## config.mk

```make
export PLATFORM = sky130hd
export DESIGN_NAME = marker_sequence_frame_checker_core
export DESIGN_NICKNAME = d
export VERILOG_FILES = /design/src/hdl/mseq_pkg.sv /design/src/hdl/mseq_cfg.sv /design/src/hdl/mseq_core.sv /design/src/hdl/mseq_obuf.sv /design/src/hdl/marker_sequence_frame_checker_core.sv
export SDC_FILE = /design/constraint.sdc
export NUM_CORES = 1
export LEC_CHECK = 0
export BUFFER_PORTS_ARGS = -buffer_cell sky130_fd_sc_hd__buf_2
export CORE_ASPECT_RATIO = 2
export CORE_MARGIN = 2
export CORE_UTILIZATION = 54
export CTS_CLUSTER_SIZE = 30
export DETAILED_ROUTE_END_ITERATION = 16
export PLACE_DENSITY = 0.77
export SLEW_MARGIN = 30
export SYNTH_ARGS = -nofsm -noshare
export SYNTH_HDL_FRONTEND = slang
export SYNTH_SLANG_ARGS = --single-unit
```

## constraint.sdc

```tcl
create_clock -name clk -period 9.1 [get_ports clk]
set_clock_uncertainty 0.15 [all_clocks]
set_input_delay 0.91 -clock clk [delete_from_list [all_inputs] [get_ports clk]]
set_output_delay 0.91 -clock clk [all_outputs]
set_load 0.01 [all_outputs]
```

## src/hdl/mseq_pkg.sv

```systemverilog
// ----------------------------------------------------------------------------
// mseq_pkg
// Types and constants shared by the marker sequence frame checker.
// ----------------------------------------------------------------------------
package mseq_pkg;

  localparam int unsigned MARKER_LEN = 4;

  localparam logic [7:0]  MARKER_RESET = 8'd42;
  localparam logic [15:0] IDLE_LIMIT_RESET = 16'd4000;

  localparam int unsigned PADDR_W = 3;

  // register byte addresses, bit 2 selects the register
  typedef enum logic [0:0] {
    REG_MARKER     = 1'b0,
    REG_IDLE_LIMIT = 1'b1
  } reg_idx_t;

  typedef enum logic [2:0] {
    EV_NONE    = 3'd0,
    EV_GOOD    = 3'd1,
    EV_SYNC    = 3'd2,
    EV_SEQERR  = 3'd3,
    EV_BADBYTE = 3'd4,
    EV_RESET   = 3'd5
  } event_t;

  typedef enum logic {
    PH_HUNT   = 1'b0,
    PH_NUMBER = 1'b1
  } phase_t;

  typedef struct packed {
    logic [7:0]  marker_value;
    logic [15:0] idle_limit_ticks;
  } cfg_t;

  typedef struct packed {
    event_t      event_res;
    logic [31:0] good_total;
    logic [31:0] bad_total;
    logic [31:0] expected_base;
    logic        in_sync;
  } res_t;

  function automatic logic [31:0] sat_inc32(input logic [31:0] v);
    sat_inc32 = (v == 32'hFFFF_FFFF) ? v : v + 32'd1;
  endfunction

endpackage

```

## src/hdl/mseq_cfg.sv

```systemverilog
// ----------------------------------------------------------------------------
// mseq_cfg
// APB register file: marker byte value and idle tick limit.
// ----------------------------------------------------------------------------
module mseq_cfg (
  input  logic                           clk,
  input  logic                           rst,
  input  logic                           psel,
  input  logic                           penable,
  input  logic                           pwrite,
  input  logic [mseq_pkg::PADDR_W-1:0]   paddr,
  input  logic [31:0]                    pwdata,
  output logic [31:0]                    prdata,
  output logic                           pready,
  output mseq_pkg::cfg_t                 cfg
);

  logic            wr_en;
  mseq_pkg::reg_idx_t idx;

  assign pready = 1'b1;
  assign idx    = mseq_pkg::reg_idx_t'(paddr[2]);
  assign wr_en  = psel && penable && pwrite && pready;

  always_ff @(posedge clk) begin
    if (rst) begin
      cfg.marker_value     <= mseq_pkg::MARKER_RESET;
      cfg.idle_limit_ticks <= mseq_pkg::IDLE_LIMIT_RESET;
    end else if (wr_en) begin
      case (idx)
        mseq_pkg::REG_MARKER:     cfg.marker_value     <= pwdata[7:0];
        mseq_pkg::REG_IDLE_LIMIT: cfg.idle_limit_ticks <= pwdata[15:0];
        default: ;
      endcase
    end
  end

  always_comb begin
    case (idx)
      mseq_pkg::REG_MARKER:     prdata = {24'd0, cfg.marker_value};
      mseq_pkg::REG_IDLE_LIMIT: prdata = {16'd0, cfg.idle_limit_ticks};
      default:                  prdata = 32'd0;
    endcase
  end

endmodule

```

## src/hdl/mseq_core.sv

```systemverilog
// ----------------------------------------------------------------------------
// mseq_core
// Frame parser, sequence check, saturating counters and idle timeout.
// ----------------------------------------------------------------------------
module mseq_core (
  input  logic           clk,
  input  logic           rst,
  input  logic           accept,
  input  logic           op,
  input  logic [7:0]     rx_byte,
  input  mseq_pkg::cfg_t cfg,
  output mseq_pkg::res_t res
);

  mseq_pkg::phase_t phase, phase_next;
  logic [2:0]  byte_position, byte_position_next;
  logic [31:0] number_assembly, number_assembly_next;
  logic [31:0] previous_number, previous_number_next;
  logic        sync_held, sync_held_next;
  logic [31:0] good_frames, good_frames_next;
  logic [31:0] bad_events, bad_events_next;
  logic [15:0] idle_count, idle_count_next;
  logic        data_seen, data_seen_next;
  mseq_pkg::event_t ev;

  logic [2:0]  pos_inc;
  logic [31:0] assembled;
  logic [15:0] idle_inc;

  assign pos_inc  = byte_position + 3'd1;
  assign idle_inc = (idle_count == 16'hFFFF) ? idle_count : idle_count + 16'd1;

  always_comb begin
    case (byte_position[1:0])
      2'd0:    assembled = number_assembly | {24'd0, rx_byte};
      2'd1:    assembled = number_assembly | {16'd0, rx_byte, 8'd0};
      2'd2:    assembled = number_assembly | {8'd0, rx_byte, 16'd0};
      default: assembled = number_assembly | {rx_byte, 24'd0};
    endcase
  end

  always_comb begin
    phase_next           = phase;
    byte_position_next   = byte_position;
    number_assembly_next = number_assembly;
    previous_number_next = previous_number;
    sync_held_next       = sync_held;
    good_frames_next     = good_frames;
    bad_events_next      = bad_events;
    idle_count_next      = idle_count;
    data_seen_next       = data_seen;
    ev                   = mseq_pkg::EV_NONE;

    if (!op) begin
      data_seen_next  = 1'b1;
      idle_count_next = 16'd0;
      if (phase == mseq_pkg::PH_HUNT) begin
        if (rx_byte == cfg.marker_value) begin
          byte_position_next = pos_inc;
          if (pos_inc >= 3'(mseq_pkg::MARKER_LEN)) begin
            phase_next           = mseq_pkg::PH_NUMBER;
            byte_position_next   = 3'd0;
            number_assembly_next = 32'd0;
          end
        end else begin
          bad_events_next    = mseq_pkg::sat_inc32(bad_events);
          byte_position_next = 3'd0;
          ev                 = mseq_pkg::EV_BADBYTE;
        end
      end else begin
        number_assembly_next = assembled;
        byte_position_next   = pos_inc;
        if (pos_inc >= 3'd4) begin
          if (sync_held) begin
            if (assembled == previous_number + 32'd1) begin
              good_frames_next     = mseq_pkg::sat_inc32(good_frames);
              previous_number_next = assembled;
              ev                   = mseq_pkg::EV_GOOD;
            end else begin
              sync_held_next  = 1'b0;
              bad_events_next = mseq_pkg::sat_inc32(bad_events);
              ev              = mseq_pkg::EV_SEQERR;
            end
          end else begin
            previous_number_next = assembled;
            sync_held_next       = 1'b1;
            ev                   = mseq_pkg::EV_SYNC;
          end
          phase_next           = mseq_pkg::PH_HUNT;
          byte_position_next   = 3'd0;
          number_assembly_next = 32'd0;
        end
      end
    end else if (data_seen) begin
      idle_count_next = idle_inc;
      if (idle_inc >= cfg.idle_limit_ticks) begin
        good_frames_next     = 32'd0;
        bad_events_next      = 32'd0;
        sync_held_next       = 1'b0;
        data_seen_next       = 1'b0;
        idle_count_next      = 16'd0;
        phase_next           = mseq_pkg::PH_HUNT;
        byte_position_next   = 3'd0;
        number_assembly_next = 32'd0;
        ev                   = mseq_pkg::EV_RESET;
      end
    end
  end

  always_ff @(posedge clk) begin
    if (rst) begin
      phase           <= mseq_pkg::PH_HUNT;
      byte_position   <= 3'd0;
      number_assembly <= 32'd0;
      previous_number <= 32'd0;
      sync_held       <= 1'b0;
      good_frames     <= 32'd0;
      bad_events      <= 32'd0;
      idle_count      <= 16'd0;
      data_seen       <= 1'b0;
    end else if (accept) begin
      phase           <= phase_next;
      byte_position   <= byte_position_next;
      number_assembly <= number_assembly_next;
      previous_number <= previous_number_next;
      sync_held       <= sync_held_next;
      good_frames     <= good_frames_next;
      bad_events      <= bad_events_next;
      idle_count      <= idle_count_next;
      data_seen       <= data_seen_next;
    end
  end

  // result for the transaction being accepted, state after the step
  assign res.event_res     = ev;
  assign res.good_total    = good_frames_next;
  assign res.bad_total     = bad_events_next;
  assign res.expected_base = previous_number_next;
  assign res.in_sync       = sync_held_next;

endmodule

```

## src/hdl/mseq_obuf.sv

```systemverilog
// ----------------------------------------------------------------------------
// mseq_obuf
// Two-entry result buffer: output register plus skid register.
// ----------------------------------------------------------------------------
module mseq_obuf (
  input  logic           clk,
  input  logic           rst,
  input  logic           push,
  input  mseq_pkg::res_t push_data,
  output logic           full,
  output logic           out_valid,
  input  logic           out_ready,
  output mseq_pkg::res_t out_data
);

  logic           skid_valid;
  mseq_pkg::res_t skid_data;
  logic           pop;

  assign full = skid_valid;
  assign pop  = out_valid && out_ready;

  always_ff @(posedge clk) begin
    if (rst) begin
      out_valid  <= 1'b0;
      skid_valid <= 1'b0;
    end else begin
      if (skid_valid) begin
        // no push can arrive while the skid entry is held
        if (pop) begin
          out_valid  <= 1'b1;
          skid_valid <= 1'b0;
        end
      end else if (push) begin
        if (!out_valid || pop) begin
          out_valid <= 1'b1;
        end else begin
          skid_valid <= 1'b1;
        end
      end else if (pop) begin
        out_valid <= 1'b0;
      end
    end
  end

  always_ff @(posedge clk) begin
    if (skid_valid) begin
      if (pop) begin
        out_data <= skid_data;
      end
    end else if (push) begin
      if (!out_valid || pop) begin
        out_data <= push_data;
      end else begin
        skid_data <= push_data;
      end
    end
  end

endmodule

```

## src/hdl/marker_sequence_frame_checker_core.sv

```systemverilog
// ----------------------------------------------------------------------------
// marker_sequence_frame_checker_core
// Marker and sequence-number frame checker with stream ports and APB config.
// ----------------------------------------------------------------------------
// Each input transaction is a received byte (s_tuser = 0) or one idle tick
// (s_tuser = 1) and produces exactly one result transaction. One item is
// accepted every cycle while s_tready is high; the parser state updates in a
// single pass and the result lands in a two-entry output buffer, so s_tready
// drops only when both buffer entries are held by a stalled m_tready.
// Registers: 0x0 marker_value (8 bits), 0x4 idle_limit_ticks (16 bits).
// Write configuration only while no transaction is in flight.
module marker_sequence_frame_checker_core (
  input  logic                         clk,
  input  logic                         rst,
  // s_tdata: [7:0] rx_byte
  input  logic [7:0]                   s_tdata,
  // s_tuser: [0] op
  input  logic                         s_tuser,
  input  logic                         s_tvalid,
  output logic                         s_tready,
  // m_tdata: [31:0] good_total, [63:32] bad_total, [95:64] expected_base,
  //          [96] in_sync, [103:97] zero
  output logic [103:0]                 m_tdata,
  // m_tuser: [2:0] event_res
  output logic [2:0]                   m_tuser,
  output logic                         m_tvalid,
  input  logic                         m_tready,
  input  logic                         psel,
  input  logic                         penable,
  input  logic                         pwrite,
  input  logic [mseq_pkg::PADDR_W-1:0] paddr,
  input  logic [31:0]                  pwdata,
  output logic [31:0]                  prdata,
  output logic                         pready
);

  mseq_pkg::cfg_t cfg;
  mseq_pkg::res_t res;
  mseq_pkg::res_t out_res;
  logic           accept;
  logic           full;

  assign s_tready = !full;
  assign accept   = s_tvalid && s_tready;

  mseq_cfg u_cfg (
    .clk     (clk),
    .rst     (rst),
    .psel    (psel),
    .penable (penable),
    .pwrite  (pwrite),
    .paddr   (paddr),
    .pwdata  (pwdata),
    .prdata  (prdata),
    .pready  (pready),
    .cfg     (cfg)
  );

  mseq_core u_core (
    .clk     (clk),
    .rst     (rst),
    .accept  (accept),
    .op      (s_tuser),
    .rx_byte (s_tdata),
    .cfg     (cfg),
    .res     (res)
  );

  mseq_obuf u_obuf (
    .clk       (clk),
    .rst       (rst),
    .push      (accept),
    .push_data (res),
    .full      (full),
    .out_valid (m_tvalid),
    .out_ready (m_tready),
    .out_data  (out_res)
  );

  assign m_tuser = out_res.event_res;
  assign m_tdata = {7'd0, out_res.in_sync, out_res.expected_base,
                    out_res.bad_total, out_res.good_total};

endmodule
```

# After elaboration in Yosys (flattened, before gate mapping)

Index checks and enable logic that the tools add are counted.

Word-level logic and storage cells: 148
Register bits: 376
Output and inout port bits: 142
Bits of input ports: 51

Multiplexer cells: 79
Bitwise logic cells: 7
Magnitude comparators: 2
$add $sub $neg: 5
Equal/unequal tests: 11
Reduce and logical (&&, ||, !) cells: 21

Operators with widths:

| kind                                                            | count |
|---|---|
| 32-bit two-way mux                                              | 29 |
| 100-bit two-way mux                                             | 4 |
| 32-bit by 1-bit adder with 32-bit output, second input constant | 3 |
| 32-bit case mux with 3 select lines                             | 1 |
| 32-bit == test, second input constant                           | 2 |
| 16-bit two-way mux                                              | 4 |
| 32-bit case mux with 2 select lines                             | 1 |
| 3-bit two-way mux                                               | 12 |
| 32-bit == test                                                  | 1 |
| 32-bit by 16-bit OR with 32-bit output                          | 1 |
| 32-bit by 24-bit OR with 32-bit output                          | 1 |
| 32-bit OR                                                       | 1 |
| 32-bit by 8-bit OR with 32-bit output                           | 1 |
| 1-bit two-way mux                                               | 26 |
| 16-bit by 1-bit adder with 16-bit output, second input constant | 1 |
| 16-bit == test, second input constant                           | 1 |
| 16-bit >= comparator                                            | 1 |
| 3-bit AND reduction                                             | 4 |
| 8-bit == test                                                   | 1 |
| 2-bit AND reduction                                             | 3 |
| 2-bit nonzero test                                              | 3 |
| 3-bit nonzero test                                              | 2 |
| 5-bit AND reduction                                             | 1 |
| 1-bit logical AND                                               | 4 |
| 12 further kinds                                                | 17 |

# Longest topological paths before layout

Gate-level depths: netlist of the first run.

Depth after elaboration: 11
Gate-level depth with buffers: 25
Gate-level depth less buffers: 21

# Cells and area by module

Synthesis of the first run repeated with hierarchy kept, for this count alone.

Cells, all modules: 1991
Area, all modules: 19950.4 sq um

Modules (own cells, without submodules):

| module                             | instances | area each (sq um) | cells each | sequential area each (sq um) |
|---|---|---|---|---|
| mseq_core                          | 1         | 11005.6           | 1519       | 3002.9 |
| mseq_obuf                          | 1         | 7554.7            | 324        | 6045.8 |
| mseq_cfg                           | 1         | 1323.8            | 138        | 480.5 |
| marker_sequence_frame_checker_core | 1         | 66.3              | 10         | 0.0 |

# Worst setup path before layout of the first run

No wires, ideal clock.

Path type: input-to-reg
From: input s_tvalid
To: register u_obuf.out_data[0] (netlist name) (enable)
Library setup time: 712 ps
Buffers on the path: 2
Data arrival time: 8631 ps
Data required time: 8238 ps
Path slack: -392 ps
Stages on the path: 4
Cell sequence: nand2_1 -> clkbuf_1 -> buf_1 -> a21boi_0

Cells in the longest elaborated chain, start to end: 3

Ends and longest elaborated chain:

| element                              | line                                     | source |
|---|---|---|
| start: declaration                   | marker_sequence_frame_checker_core.sv:19 | `input logic s_tvalid,` |
| 1-bit logical AND                    | marker_sequence_frame_checker_core.sv:44 | `assign accept = s_tvalid && s_tready;` |
| 2-bit nonzero test (no source line)  | n/a                                      |  |
| 3-bit AND reduction (no source line) | n/a                                      |  |
| end signal: assignment               | mseq_obuf.sv:49                          | `out_data <= skid_data;` |
| end signal: assignment               | mseq_obuf.sv:53                          | `out_data <= push_data;` |
| end: declaration                     | mseq_obuf.sv:13                          | `output mseq_pkg::res_t out_data` |

No other way between the ends.
A chain may end at the register's enable or synchronous reset.

# Worst setup path after layout of the first run

From: register u_core.idle_count[3]
To: register u_core.number_assembly[30]

Cells in the longest elaborated chain, start to end: 5
Elaborated cells on any way between the ends: 6
Classes of those cells: 1 x add/sub; 1 x order compare; 2 x eq/ne; 1 x mux; 1 x reduce/logical

Ends and longest elaborated chain:

| element                                                                           | line             | source |
|---|---|---|
| start: declaration                                                                | mseq_core.sv:22  | `logic [15:0] idle_count, idle_count_next;` |
| start signal: assignment                                                          | mseq_core.sv:129 | `idle_count <= idle_count_next;` |
| 16-bit by 1-bit adder with 16-bit output / 16-bit == test (equally long branches) | mseq_core.sv:31  | `assign idle_inc = (idle_count == 16'hFFFF) ? idle_count : idle_count + 16'd1;` |
| 16-bit two-way mux *                                                              | mseq_core.sv:31  |  |
| 16-bit >= comparator *                                                            | mseq_core.sv:96  | `if (idle_inc >= cfg.idle_limit_ticks) begin` |
| 2-bit by 1-bit inequality test with 1-bit output (no source line) *               | n/a              |  |
| 5-bit AND reduction (no source line) *                                            | n/a              |  |
| end signal: assignment                                                            | mseq_core.sv:124 | `number_assembly <= number_assembly_next;` |
| end: declaration                                                                  | mseq_core.sv:17  | `logic [31:0] number_assembly, number_assembly_next;` |

Every way passes the cells marked *; elsewhere a longest branch is shown, timed or not.

==> results list, run 1 <==
- 0 antenna diodes ended up in the layout.
- Library cell with the largest summed area after synthesis: sky130_fd_sc_hd__edfxtp_1
- Crit-path max cell delay: 0.68 ns
* Number of cells in the design after placement: 2564
- Type of destination of the critical path: flop
- The most used flip-flop cell after synthesis is sky130_fd_sc_hd__edfxtp_1.
- Ratio of cells with drive above 1 in the final layout: 0.168
- The die is 140 um wide.
- Worst reg2reg path depth: 22
* Worst setup startpoint: u_core.idle_count[3]
- Buffers placed on the I/O ports in this run total 150.
- Of the synthesized area, sequential elements account for 0.478.
- The critical path ends at u_core.number_assembly[30].
* Cts-stage hold buffer count: 0
- Data on the critical path is required at its endpoint by 9.36 ns.
- The synthesized netlist contains between 80 and 90 unique library cells.
- Gates resized during post-CTS repair numbered 0.
- After detailed routing, the average wire length per cell comes to 20.4 um.
- The pre-antenna-repair detailed-routing pass consisted of 6 iterations.
* Number of DRC markers after the initial detailed-route iteration: 1621
- Drt total wl: 53600 um
- Path type of the worst setup path: reg2reg
- Of all flip-flops after synthesis, the portion carrying an async set or reset was 0.
- Fraction of post-synthesis cell area in the top cell type by area: 0.302
- Final setup margin: 2.84 ns
- For the pin with the worst max-slew slack, the measured transition is 1.00 ns.
* P_leak: approximately 8.3 nW
- TritonCTS sink count: 376
- Synthesis inferred 376 register bits.
* Max-Slew Margin vs Limit: 0.330
- Dividing total power by cell area gives a power density of around 160 nW/um2.
- The flow ran to the end, and the final reports show no timing, DRC or antenna violations.
- Fin crit share: 0.688
* Total of endpoints with negative setup slack in the final report: 0
* Largest net degree at the start of global routing: 99
- Number of buffers between clock root and the deepest sink: 3
* I/O pin total: 193
* Hold_ws: 0.302 ns
- Detailed placement ended at an HPWL of roughly 37000 um.
- In this run, synthesis inferred 200 flip-flops with an integrated enable.
- The worst path in the final design needs a cycle of approximately 6.3 ns, including I/O delays and setup.
- In the routed layout, each cell is associated on average with a via count of 6.35.
* Total global routing track utilization: 0.268
* Cell at the root of the clock tree: sky130_fd_sc_hd__clkbuf_16
* Layout Cells excl Fill: 2627
- In this run the critical register-to-register path is captured at u_core.number_assembly[30].
- CTS Buf Count: 35
- Top achievable clock speed: about 160 MHz
- Worst r2r src: u_core.idle_count[3]
* Final layout net count: 2222
- The most common cell in the synthesized netlist is sky130_fd_sc_hd__nand2_1.
- H-Tree Level Count: 2
- Die height: 276 um
* Post-synthesis to final-layout area growth: 10.1%
- Number of cells produced by synthesis: 2062
- Clock tree from TritonCTS: built
- The initial utilization of the core area, before any placement, comes to 0.547.
- Along the worst path, the maximum fanout reaches 33.
* Cell types with the largest area share after synthesis: sky130_fd_sc_hd__edfxtp_1 30%, sky130_fd_sc_hd__dfxtp_1 18%, sky130_fd_sc_hd__mux2_2 5.1%, sky130_fd_sc_hd__nand2_1 4.5%, sky130_fd_sc_hd__nor2_1 3.3%
- The die covers 38500 um2.
- Mean cell area of the mapped netlist: 9.66 um2
- Across the run, the number of max-cap violations was 0.
- The Yosys step of the flow raised 0 warnings.
- Cell Chain, Critical Path: and3_1 > and3_1 > and4_1 > and3_1 > and2_1 > nand3_1 > nand4_1 > nor2_1 > xor2_1 > ha_1 > a21o_1 > a21o_1 > a21oi_1 > a21oi_1 > nand2_1 > o21a_1 > nor2_1 > o21a_1 > buf_4 > nand2_1 > nand2_1 > nor2_1
- After clock tree synthesis, the clock-pin slew on the worst setup and hold paths is 0.07 ns.
- Peak ir drop on the vdd network: 171 uV
- Mapped Area: approximately 20000 um2
- Arrival time of data at the critical path endpoint: around 6.5 ns
- In this run the core area contains 99 standard-cell rows.
- Hold Vio Cnt, Final: 0
- Vias in the first global route: 16348
- The congestion estimate from routability-driven global placement came to 0.941.
- Setup total negative slack on the finished layout was measured at 0 ns.
* Worst hold path type: reg2reg
* Antenna violations before repair: 0
- DRC violations left: 0
- Before CTS, the worst setup slack after placement is roughly 3.0 ns.
- Clk Latency, worst-skew pair: roughly 0.54 ns
* CP startpoint kind: flop
- In this run the remaining antenna-violating nets after routing total 0.
- For flop-to-flop paths, the worst setup slack is 2.84 ns.
- Slowest CP cell: sky130_fd_sc_hd__nor2_1
* Core Area: roughly 36000 um2
* Number of pins exceeding their max-slew limit in the final report: 0
- The commonest cells after synthesis are 237 x sky130_fd_sc_hd__nand2_1, 200 x sky130_fd_sc_hd__edfxtp_1, 176 x sky130_fd_sc_hd__dfxtp_1, 176 x sky130_fd_sc_hd__nor2_1, 129 x sky130_fd_sc_hd__a21oi_1.
- Setup repair after global routing missed its margin: no
* First-pass GRT wire length: roughly 84000 um
- Final Total Pwr: 3.61 mW
- The detailed router placed 16683 vias in this run.
- Post-CTS setup buffers: 0
- Congestion Overflow GR: 0
[worst min path at each step]
| stage | start | endpoint | slack, ns | cells after the start |
|---|---|---|---|---|
| floorplan | u_core.number_assembly[23] | u_core.number_assembly[23] | 0.28 | 2 |
| finish | u_core.number_assembly[17] | u_core.number_assembly[17] | 0.30 | 2 |
| global route | u_core.number_assembly[17] | u_core.number_assembly[17] | 0.32 | 2 |
| detailed placement | u_core.number_assembly[17] | u_core.number_assembly[17] | 0.29 | 2 |
| global placement | u_core.number_assembly[28] | u_core.number_assembly[28] | 0.29 | 2 |
| CTS | u_core.number_assembly[17] | u_core.number_assembly[17] | 0.30 | 2 |
[layer usage]
metal,share of wire,wire length (um),global-route usage
met5,0,0,0
met4,0.085,4580,0.215
met3,0.054,2900,0.0311
met2,0.51,27200,0.483
met1,0.35,18900,0.281
[per-stage QoR]
stage	utilization	area, um2
after floorplan	-	20000
after global placement	0.571	20800
after detailed placement	0.571	20800
after CTS	0.602	21900
after global routing	0.602	21900
final	0.602	21900
[power by group]
part	internal, mW	total, mW	switching, mW	leakage [nW]
clock network	0.827	1.48	0.653	0.535
registers	1.85	1.86	0.0190	3.23
logic	0.0858	0.268	0.182	4.58
[worst max-delay path, delay by kind of cell (launching register included)]
kind / cells / cell delay (ns)
flops: 1 / 0.48
xor+xnor: 1 / 0.17
simple gates: 13 / 3.45
compound gates: 6 / 1.18
fa+ha+maj: 1 / 0.31
buf+inv: 1 / 0.37
[logic make-up (layout without fill, tap and decap cells)]
logic type,after synthesis,after routing,synth area share
xor+xnor,66,66,0.0311
fa+ha+maj,24,24,0.0151
compound gates,480,480,0.158
other cells,2,24,0.000377
simple gates,762,762,0.184
buf+inv,203,292,0.0475
flops,376,376,0.478
mux,149,149,0.0851
[cell type report]
type / count / area, um2
Clock buffer: 42 / 945
Timing Repair Buffer: 173 / 930
Tap cell: 454 / 568
Fill cell: 3060 / 14500
Sequential cell: 376 / 9530
Multi-Input combinational cell: 1505 / 9580
Inverter: 56 / 211
Clock inverter: 21 / 176
[flip-flops by register name, summed over array words and instances (netlist names)]
register	count
u_obuf.out_valid	1
u_core.idle_count	16
u_cfg.cfg	24
u_core.bad_events	32
u_core.previous_number	32
u_core.sync_held	1
u_obuf.out_data	100
u_core.data_seen	1
u_core.number_assembly	32
u_obuf.skid_data	100
u_core.good_frames	32
u_core.byte_position	3
u_obuf.full	1
u_core.phase	1
[placed cells by master (no fill, tap or decap), types with 20 or more instances in the layout]
master,n
sky130_fd_sc_hd__nand3_1,92
sky130_fd_sc_hd__mux2_2,91
sky130_fd_sc_hd__nor3_1,53
sky130_fd_sc_hd__nand4_1,32
sky130_fd_sc_hd__mux2i_1,40
sky130_fd_sc_hd__clkbuf_16,37
sky130_fd_sc_hd__ha_1,24
sky130_fd_sc_hd__dfxtp_1,176
sky130_fd_sc_hd__o21ai_0,92
sky130_fd_sc_hd__xor2_1,26
sky130_fd_sc_hd__inv_1,51
sky130_fd_sc_hd__conb_1,24
sky130_fd_sc_hd__buf_2,149
sky130_fd_sc_hd__a31oi_1,50
sky130_fd_sc_hd__and2_1,20
sky130_fd_sc_hd__a21oi_1,128
sky130_fd_sc_hd__o211ai_1,20
sky130_fd_sc_hd__nand2_1,236
sky130_fd_sc_hd__buf_4,23
sky130_fd_sc_hd__nor2_1,174
sky130_fd_sc_hd__and3_1,41
sky130_fd_sc_hd__a211oi_1,24
sky130_fd_sc_hd__edfxtp_1,200
sky130_fd_sc_hd__o31ai_1,20
sky130_fd_sc_hd__xnor2_1,37
(Power assumes the default switching activity.)
==> run 2: changes to the inputs <==
--- a/config.mk
+++ b/config.mk
@@ -8,10 +8,10 @@
 export BUFFER_PORTS_ARGS = -buffer_cell sky130_fd_sc_hd__buf_2
 export CORE_ASPECT_RATIO = 2
 export CORE_MARGIN = 2
-export CORE_UTILIZATION = 54
+export CORE_UTILIZATION = 55
 export CTS_CLUSTER_SIZE = 30
 export DETAILED_ROUTE_END_ITERATION = 16
-export PLACE_DENSITY = 0.77
+export PLACE_DENSITY = 0.75
 export SLEW_MARGIN = 30
 export SYNTH_ARGS = -nofsm -noshare
 export SYNTH_HDL_FRONTEND = slang
==> constraint.sdc (replaced) <==
create_clock -name clk -period 6.34 [get_ports clk]
set_clock_uncertainty 0.15 [all_clocks]
set_input_delay 0.634 -clock clk [delete_from_list [all_inputs] [get_ports clk]]
set_output_delay 0.634 -clock clk [all_outputs]
set_load 0.01 [all_outputs]
==> results list, run 2 (synthesis results as in run 1) <==
- Of the total power, registers draw 0.516.
- The startpoint identified for the worst hold timing path is m_tready.
- The count of buffers added on input and output ports is 150.
* Number of cells in the design after placement: roughly 2600
- Compared with the post-synthesis result, the final layout area differs by 11.3%.
* Max-cap violation count: 0
- Hpwl dp: 37000 um
- By startpoint and endpoint, the worst setup path is classified as reg2reg.
- Row generation in the floorplan step produced 98 rows.
- Clk Latency, worst-skew pair: 0.54 ns
* Max-Slew Margin vs Limit: 0.374
- Clock tree from TritonCTS: built
- The number of antenna violations at the first check in global routing is 0.
- Data on the critical path arrives at its endpoint at 5.99 ns.
* CTS Buf Count: 34
- The finished layout holds 2646 standard cells, fillers aside.
* Effective utilization at floorplan: 0.558
- Final weighted congestion of routability-driven global placement: around 0.9
- The repair_antennas step left the layout with diodes totalling 0.
- H-Tree Level Count: 2
- Total via count after detailed routing: 16609
- After detailed routing, the average wire length per cell comes to 20.3 um.
* Final layout net count: roughly 2200
* Power Dens Cells: 233 nW/um2
- Count of instances resized after the clock tree is built: 0
- Cell at the root of the clock tree: sky130_fd_sc_hd__clkbuf_16
- Grouping stages by cell kind, the critical path spends the most delay in simple AND/OR/NAND/NOR gates.
- In the layout the commonest cells are 236 x sky130_fd_sc_hd__nand2_1, 200 x sky130_fd_sc_hd__edfxtp_1, 176 x sky130_fd_sc_hd__dfxtp_1.
- Number of pins exceeding their max-slew limit in the final report: 0
* Worst setup startpoint: u_core.idle_count[3]
* Min Tclk post-route: 5.68 ns
- The via count of the first global-routing pass is around 16000.
- Fin crit share: 0.896
- Antenna-violating nets left: 0
* CTS clk-pin slew, worst paths: about 0.070 ns
- Using the TritonRoute via totals, the vias-per-cell ratio works out to 6.28.
- At the pin with the least slew margin, the transition time is 0.935 ns.
- Top Registers: u_obuf.out_data: 100 flops, u_obuf.skid_data: 100 flops
- Switch Pwr: 1.23 mW
- The signal on the critical path passes through and3_1 > and3_1 > and4_1 > and3_1 > and2_1 > nand3_1 > buf_4 > nand4_1 > nor2_1 > xor2_1 > ha_1 > a21o_1 > a21o_1 > a21oi_1 > and3b_1 > o21a_1 > o21a_1 > nor2_1 > o21a_1 > buf_4 > nand4_1 > a21oi_1.
* Ratio of cells with drive above 1 in the final layout: 0.179
* Core Area: between 30000 and 40000 um2
* P_leak: 8.53 nW
* Congestion Overflow GR: 0
- Of all nets on the critical path, the largest fanout is 28.
- Peak ir drop on the vdd network: 286 uV
* Area enclosed by the die boundary: 37800 um2
* Slowest CP cell: sky130_fd_sc_hd__nor2_1
* Setup TNS: 0 ns
* Post-CTS setup buffers: 0
* Data required time at the worst endpoint: 6.65 ns
- In this run the horizontal extent of the chip is 139 um.
* Crit-path max cell delay: 0.56 ns
- The internal power of the cells totals ~3.9 mW.
- Counting along the longest clock path gives a buffer depth of 3.
- DRC violations left: 0
- Result of the run: complete, no violations
- Die height: 273 um
- The final number of hold-violating endpoints is 0.
* First-pass GRT wire length: between 80000 and 90000 um
- Hold repair after CTS inserted 0 buffers.
* Total global routing track utilization: 0.272
- Counting every sink on the clock net gives approximately 380.
- I/O pin total: 193
* Number of DRC markers after the initial detailed-route iteration: 1332
* Worst hold path type: in2reg
* Type of destination of the critical path: flop
* Worst r2r src: u_core.idle_count[3]
* Setup repair after global routing missed its margin: no
- The number of buffers and inverters on the critical path is 2.
- Combinational power share: 0.074
* Pre-antenna DRT Iters: 5
- Across all hold checks on the routed design, the worst slack comes to 0.152 ns.
* Final Total Pwr: 5.18 mW
- Setup violations remaining at the end of the flow were counted as 0.
- The library cell used most frequently in the layout, excluding fill and tap cells, is sky130_fd_sc_hd__nand2_1.
- Entering global routing, the biggest net connects 70 pins.
- The worst setup path is launched from a flop.
* Drt total wl: around 54000 um
* Top achievable clock speed: 176 MHz
- Fraction of power consumed by the clock network: 0.409
- For this run, the share of the core covered by cells in the final layout is 0.621.
- Of the total power, the share spent switching nets is 0.238.
[run 2: per-stage QoR]
step,cell area (um2),setup slack (ns)
2_1_floorplan,20000,0.264
3_3_place_gp,21000,0.925
4_1_cts,22200,0.721
6_report,22200,0.656
5_1_grt,22200,0.214
3_5_place_dp,21000,0.763
[run 2: path summary, 6_finish.rpt]
path / to / cells past startpoint / slack (ns)
setup / recovery: u_core.number_assembly[29] / 22 / 0.66
hold reg to reg: u_core.number_assembly[17] / 2 / 0.30
hold / removal: u_obuf.full / 2 / 0.15
setup reg to reg: u_core.number_assembly[29] / 22 / 0.66
[run 2: layout make-up]
class / count / area (um2)
sequential: 376 / 9530
tap: 450 / 563
fill: 2930 / 13500
inverter: 56 / 211
timing repair buffer: 198 / 1170
multi-input combinational: 1505 / 9580
clock buffer: 44 / 971
clock inverter: 17 / 150
[run 2: power by group through the flow]
| stage | Sequential [mW] | Combinational, mW | Clock (mW) |
|---|---|---|---|
| floorplan | 2.76 | 0.206 | 0 |
| global placement | 2.72 | 0.370 | 0 |
| detailed placement | 2.73 | 0.383 | 0 |
| CTS | 2.67 | 0.384 | 2.15 |
| global route | 2.68 | 0.412 | 2.22 |
| finish | 2.67 | 0.385 | 2.12 |
[run 2: routing by layer]
metal,global-route usage,vias to the layer above,wire length (um)
li1,-,7740,-
met2,0.498,695,28000
met4,0.177,0,3510
met1,0.296,7978,19500
met3,0.0279,196,2680
met5,0,-,0
==> run 3: changes to the inputs <==
--- a/config.mk
+++ b/config.mk
@@ -5,7 +5,7 @@
 export SDC_FILE = /design/constraint.sdc
 export NUM_CORES = 1
 export LEC_CHECK = 0
-export BUFFER_PORTS_ARGS = -buffer_cell sky130_fd_sc_hd__buf_2
+export BUFFER_PORTS_ARGS = -buffer_cell sky130_fd_sc_hd__buf_4
 export CORE_ASPECT_RATIO = 2
 export CORE_MARGIN = 2
 export CORE_UTILIZATION = 55
==> results list, run 3 (synthesis results as in run 1) <==
- Reg-to-Reg End: u_core.bad_events[26]
- After detailed routing, the number of remaining DRC violations is 0.
* Endpoint, Worst Hold: u_obuf.full
- STA classifies the critical path endpoint as a flop.
- Setup repair after global routing left no endpoint under its margin.
- In this run the tool buffered the top-level ports with 150 buffer cells.
- CTS Buf Count: 35
- Congestion Overflow GR: 0
- Dividing the detail-routed via count by the number of cells gives 6.21.
* Number of DRC markers after the initial detailed-route iteration: around 1300
* P_leak: 8.66 nW
- Filler cell count: 2924
- Across the run, the number of max-cap violations was 0.
- R2r setup slk: 0.63 ns
* Die boundary width: 139 um
- Clk Latency, worst-skew pair: 0.54 ns
- The flow ran to the end, and the final reports show no timing, DRC or antenna violations.
* Average wire per standard cell: ~20 um
* Worst-margin pin slew: 0.926 ns
* Max-Slew Margin vs Limit: 0.382
- Launch instance of the worst min-delay path: m_tready
* Worst reg2reg path depth: 22
- The floorplan has 98 rows.
* Final layout net count: 2250
* Highest fanout seen on the critical path: 10
* Data required time at the worst endpoint: 6.62 ns
- Antenna-violating nets left: 0
* Setup TNS: 0 ns
- For the worst setup path, the data arrival time is about 6.0 ns.
- Across every metal layer, demand over resource in global routing totals 0.273.
- Dividing the final minimum period by the clock period gives 0.901.
- The worst setup path is launched from a flop.
* Number of pins exceeding their max-slew limit in the final report: 0
- TritonCTS built the clock tree.
- Worst r2r src: u_core.idle_count[3]
- Area enclosed by the die boundary: 37800 um2
- Power spread over the standard cell area amounts to 233 nW/um2.
- Core Area: 35700 um2
* I/O pin total: slightly below 200
- Leaving out fill and tap cells, the most frequent cell in the layout is sky130_fd_sc_hd__nand2_1.
- Number of diodes: 0
* First-pass GRT wire length: 83600 um
* Post-CTS setup buffers: 0
- Worst hold path type: in2reg
- In the final layout, flip-flops and latches occupy between 9000 and 10000 um2.
* Area taken by multi-input logic gates: between 9000 and 10000 um2
* Ratio of cells with drive above 1 in the final layout: 0.179
- The first detailed-routing pass ran for 6 iterations.
- Hpwl dp: roughly 37000 um
- Post-route standard cell area excluding fillers: around 23000 um2
* H-Tree Level Count: 2
* Commonest non-fill, non-tap cells in the layout: 236 x sky130_fd_sc_hd__nand2_1, 200 x sky130_fd_sc_hd__edfxtp_1, 196 x sky130_fd_sc_hd__buf_4
- Antenna violations before repair: 0
- The die is 273 um tall.
* Peak ir drop on the vdd network: 253 uV
- Total via count after detailed routing: 16479
* CTS clk-pin slew, worst paths: 0.07 ns
- For this run, the top clock speed supported by timing is around 180 MHz.
- Effective utilization at floorplan: 0.558
* Drt total wl: 52700 um
- The final number of hold-violating endpoints came to 0.
* Post-synthesis to final-layout area growth: 13.5%
* Number of buffers between clock root and the deepest sink: 3
- Setup violations remaining at the end of the flow were counted as 0.
* TritonCTS sink count: approximately 380
- The via count of the first global-routing pass came to 16042.
- Count of instances resized after the clock tree is built: 0
- Top Registers: u_obuf.out_data: 100 flops, u_obuf.skid_data: 100 flops
- Worst hold path cell count: 2
- Buffers inserted to repair hold after CTS numbered 0.
- Cell at the root of the clock tree: sky130_fd_sc_hd__clkbuf_16
- DP Area: 21400 um2
- At the end of routability-driven placement, the weighted congestion stood at 0.879.
* Path type of the worst setup path: reg2reg
- Min Tclk post-route: between 5 and 6 ns
- Entering global routing, the biggest net connects 67 pins.
## run 3: cell count changes in the layout (fill, tap and decap cells not counted)
| cell | change |
|---|---|
| sky130_fd_sc_hd__buf_2 | -149 |
| sky130_fd_sc_hd__clkinv_8 | +1 |
| sky130_fd_sc_hd__buf_12 | +1 |
| sky130_fd_sc_hd__inv_6 | +2 |
| sky130_fd_sc_hd__buf_4 | +152 |
| sky130_fd_sc_hd__clkbuf_8 | -2 |
| sky130_fd_sc_hd__clkinvlp_4 | +1 |
| sky130_fd_sc_hd__bufinv_16 | +1 |
| sky130_fd_sc_hd__clkbuf_1 | +4 |
| sky130_fd_sc_hd__buf_8 | -1 |
| sky130_fd_sc_hd__clkinv_2 | -3 |
| sky130_fd_sc_hd__clkinv_1 | -1 |
## run 3: cell type report
cell class              count  share of cell area
clock buffers              46              0.0424
inverters                  56             0.00935
multi-input cells        1505               0.423
clock inverters            18             0.00896
flip-flops and latches    376               0.421
well taps                 450              0.0249
repair buffers            201              0.0695
## run 3: worst max-delay path by stage
stage                         startpoint                     to  slack [ns]  cells after the start
global route        u_core.idle_count[4]  u_core.good_frames[7]        0.24                     21
finish              u_core.idle_count[3]  u_core.bad_events[26]        0.63                     22
floorplan                       s_tvalid    u_obuf.skid_data[0]        0.26                      4
global placement    u_core.idle_count[3]    u_obuf.out_data[99]        0.88                     20
CTS                 u_core.idle_count[3]  u_core.bad_events[26]        0.77                     22
detailed placement  u_core.idle_count[3]  u_core.bad_events[16]        0.80                     24
## run 3: critical path: stages, from the launching register on
cell,delay (ns)
sky130_fd_sc_hd__dfxtp_1,0.39
sky130_fd_sc_hd__and3_1,0.22
sky130_fd_sc_hd__and3_1,0.21
sky130_fd_sc_hd__and4_1,0.21
sky130_fd_sc_hd__and3_1,0.18
sky130_fd_sc_hd__and2_1,0.21
sky130_fd_sc_hd__nand3_1,0.10
sky130_fd_sc_hd__buf_4,0.17
sky130_fd_sc_hd__nand4_1,0.31
sky130_fd_sc_hd__nor2_1,0.30
sky130_fd_sc_hd__xor2_1,0.10
sky130_fd_sc_hd__ha_1,0.30
sky130_fd_sc_hd__a21o_1,0.12
sky130_fd_sc_hd__a21o_1,0.11
sky130_fd_sc_hd__a21oi_1,0.08
sky130_fd_sc_hd__a21oi_1,0.27
sky130_fd_sc_hd__nand2_1,0.13
sky130_fd_sc_hd__o21a_1,0.33
sky130_fd_sc_hd__nor2_1,0.67
sky130_fd_sc_hd__o21ai_0,0.35
sky130_fd_sc_hd__buf_4,0.24
sky130_fd_sc_hd__and2_1,0.17
sky130_fd_sc_hd__a2bb2o_1,0.28
## run 3: metrics by stage
stage          power (mW)   util  setup WS (ns)  std cells  hold slack, ns
2_1_floorplan        2.96      -          0.264       2084           0.281
3_3_place_gp         3.13  0.600          0.876       2586           0.288
3_5_place_dp         3.14  0.600          0.801       2587           0.293
4_1_cts              5.30  0.633          0.766       2651           0.111
5_1_grt              5.41  0.634          0.243       2652           0.119
6_report             5.26  0.634          0.626       2652           0.133
## run 3: power breakdown
part           switching (mW)  internal, mW
Sequential             0.0300          2.64
Combinational           0.256         0.159
Clock                   0.961          1.21
Total                    1.25          4.01
## run 3: routing by layer
metal / vias to the layer above / GRT usage / share of wire
li1: 7750 / - / -
met1: 7957 / 0.293 / 0.36
met2: 601 / 0.516 / 0.53
met3: 171 / 0.0254 / 0.042
met4: 0 / 0.162 / 0.061
met5: - / 0 / 0
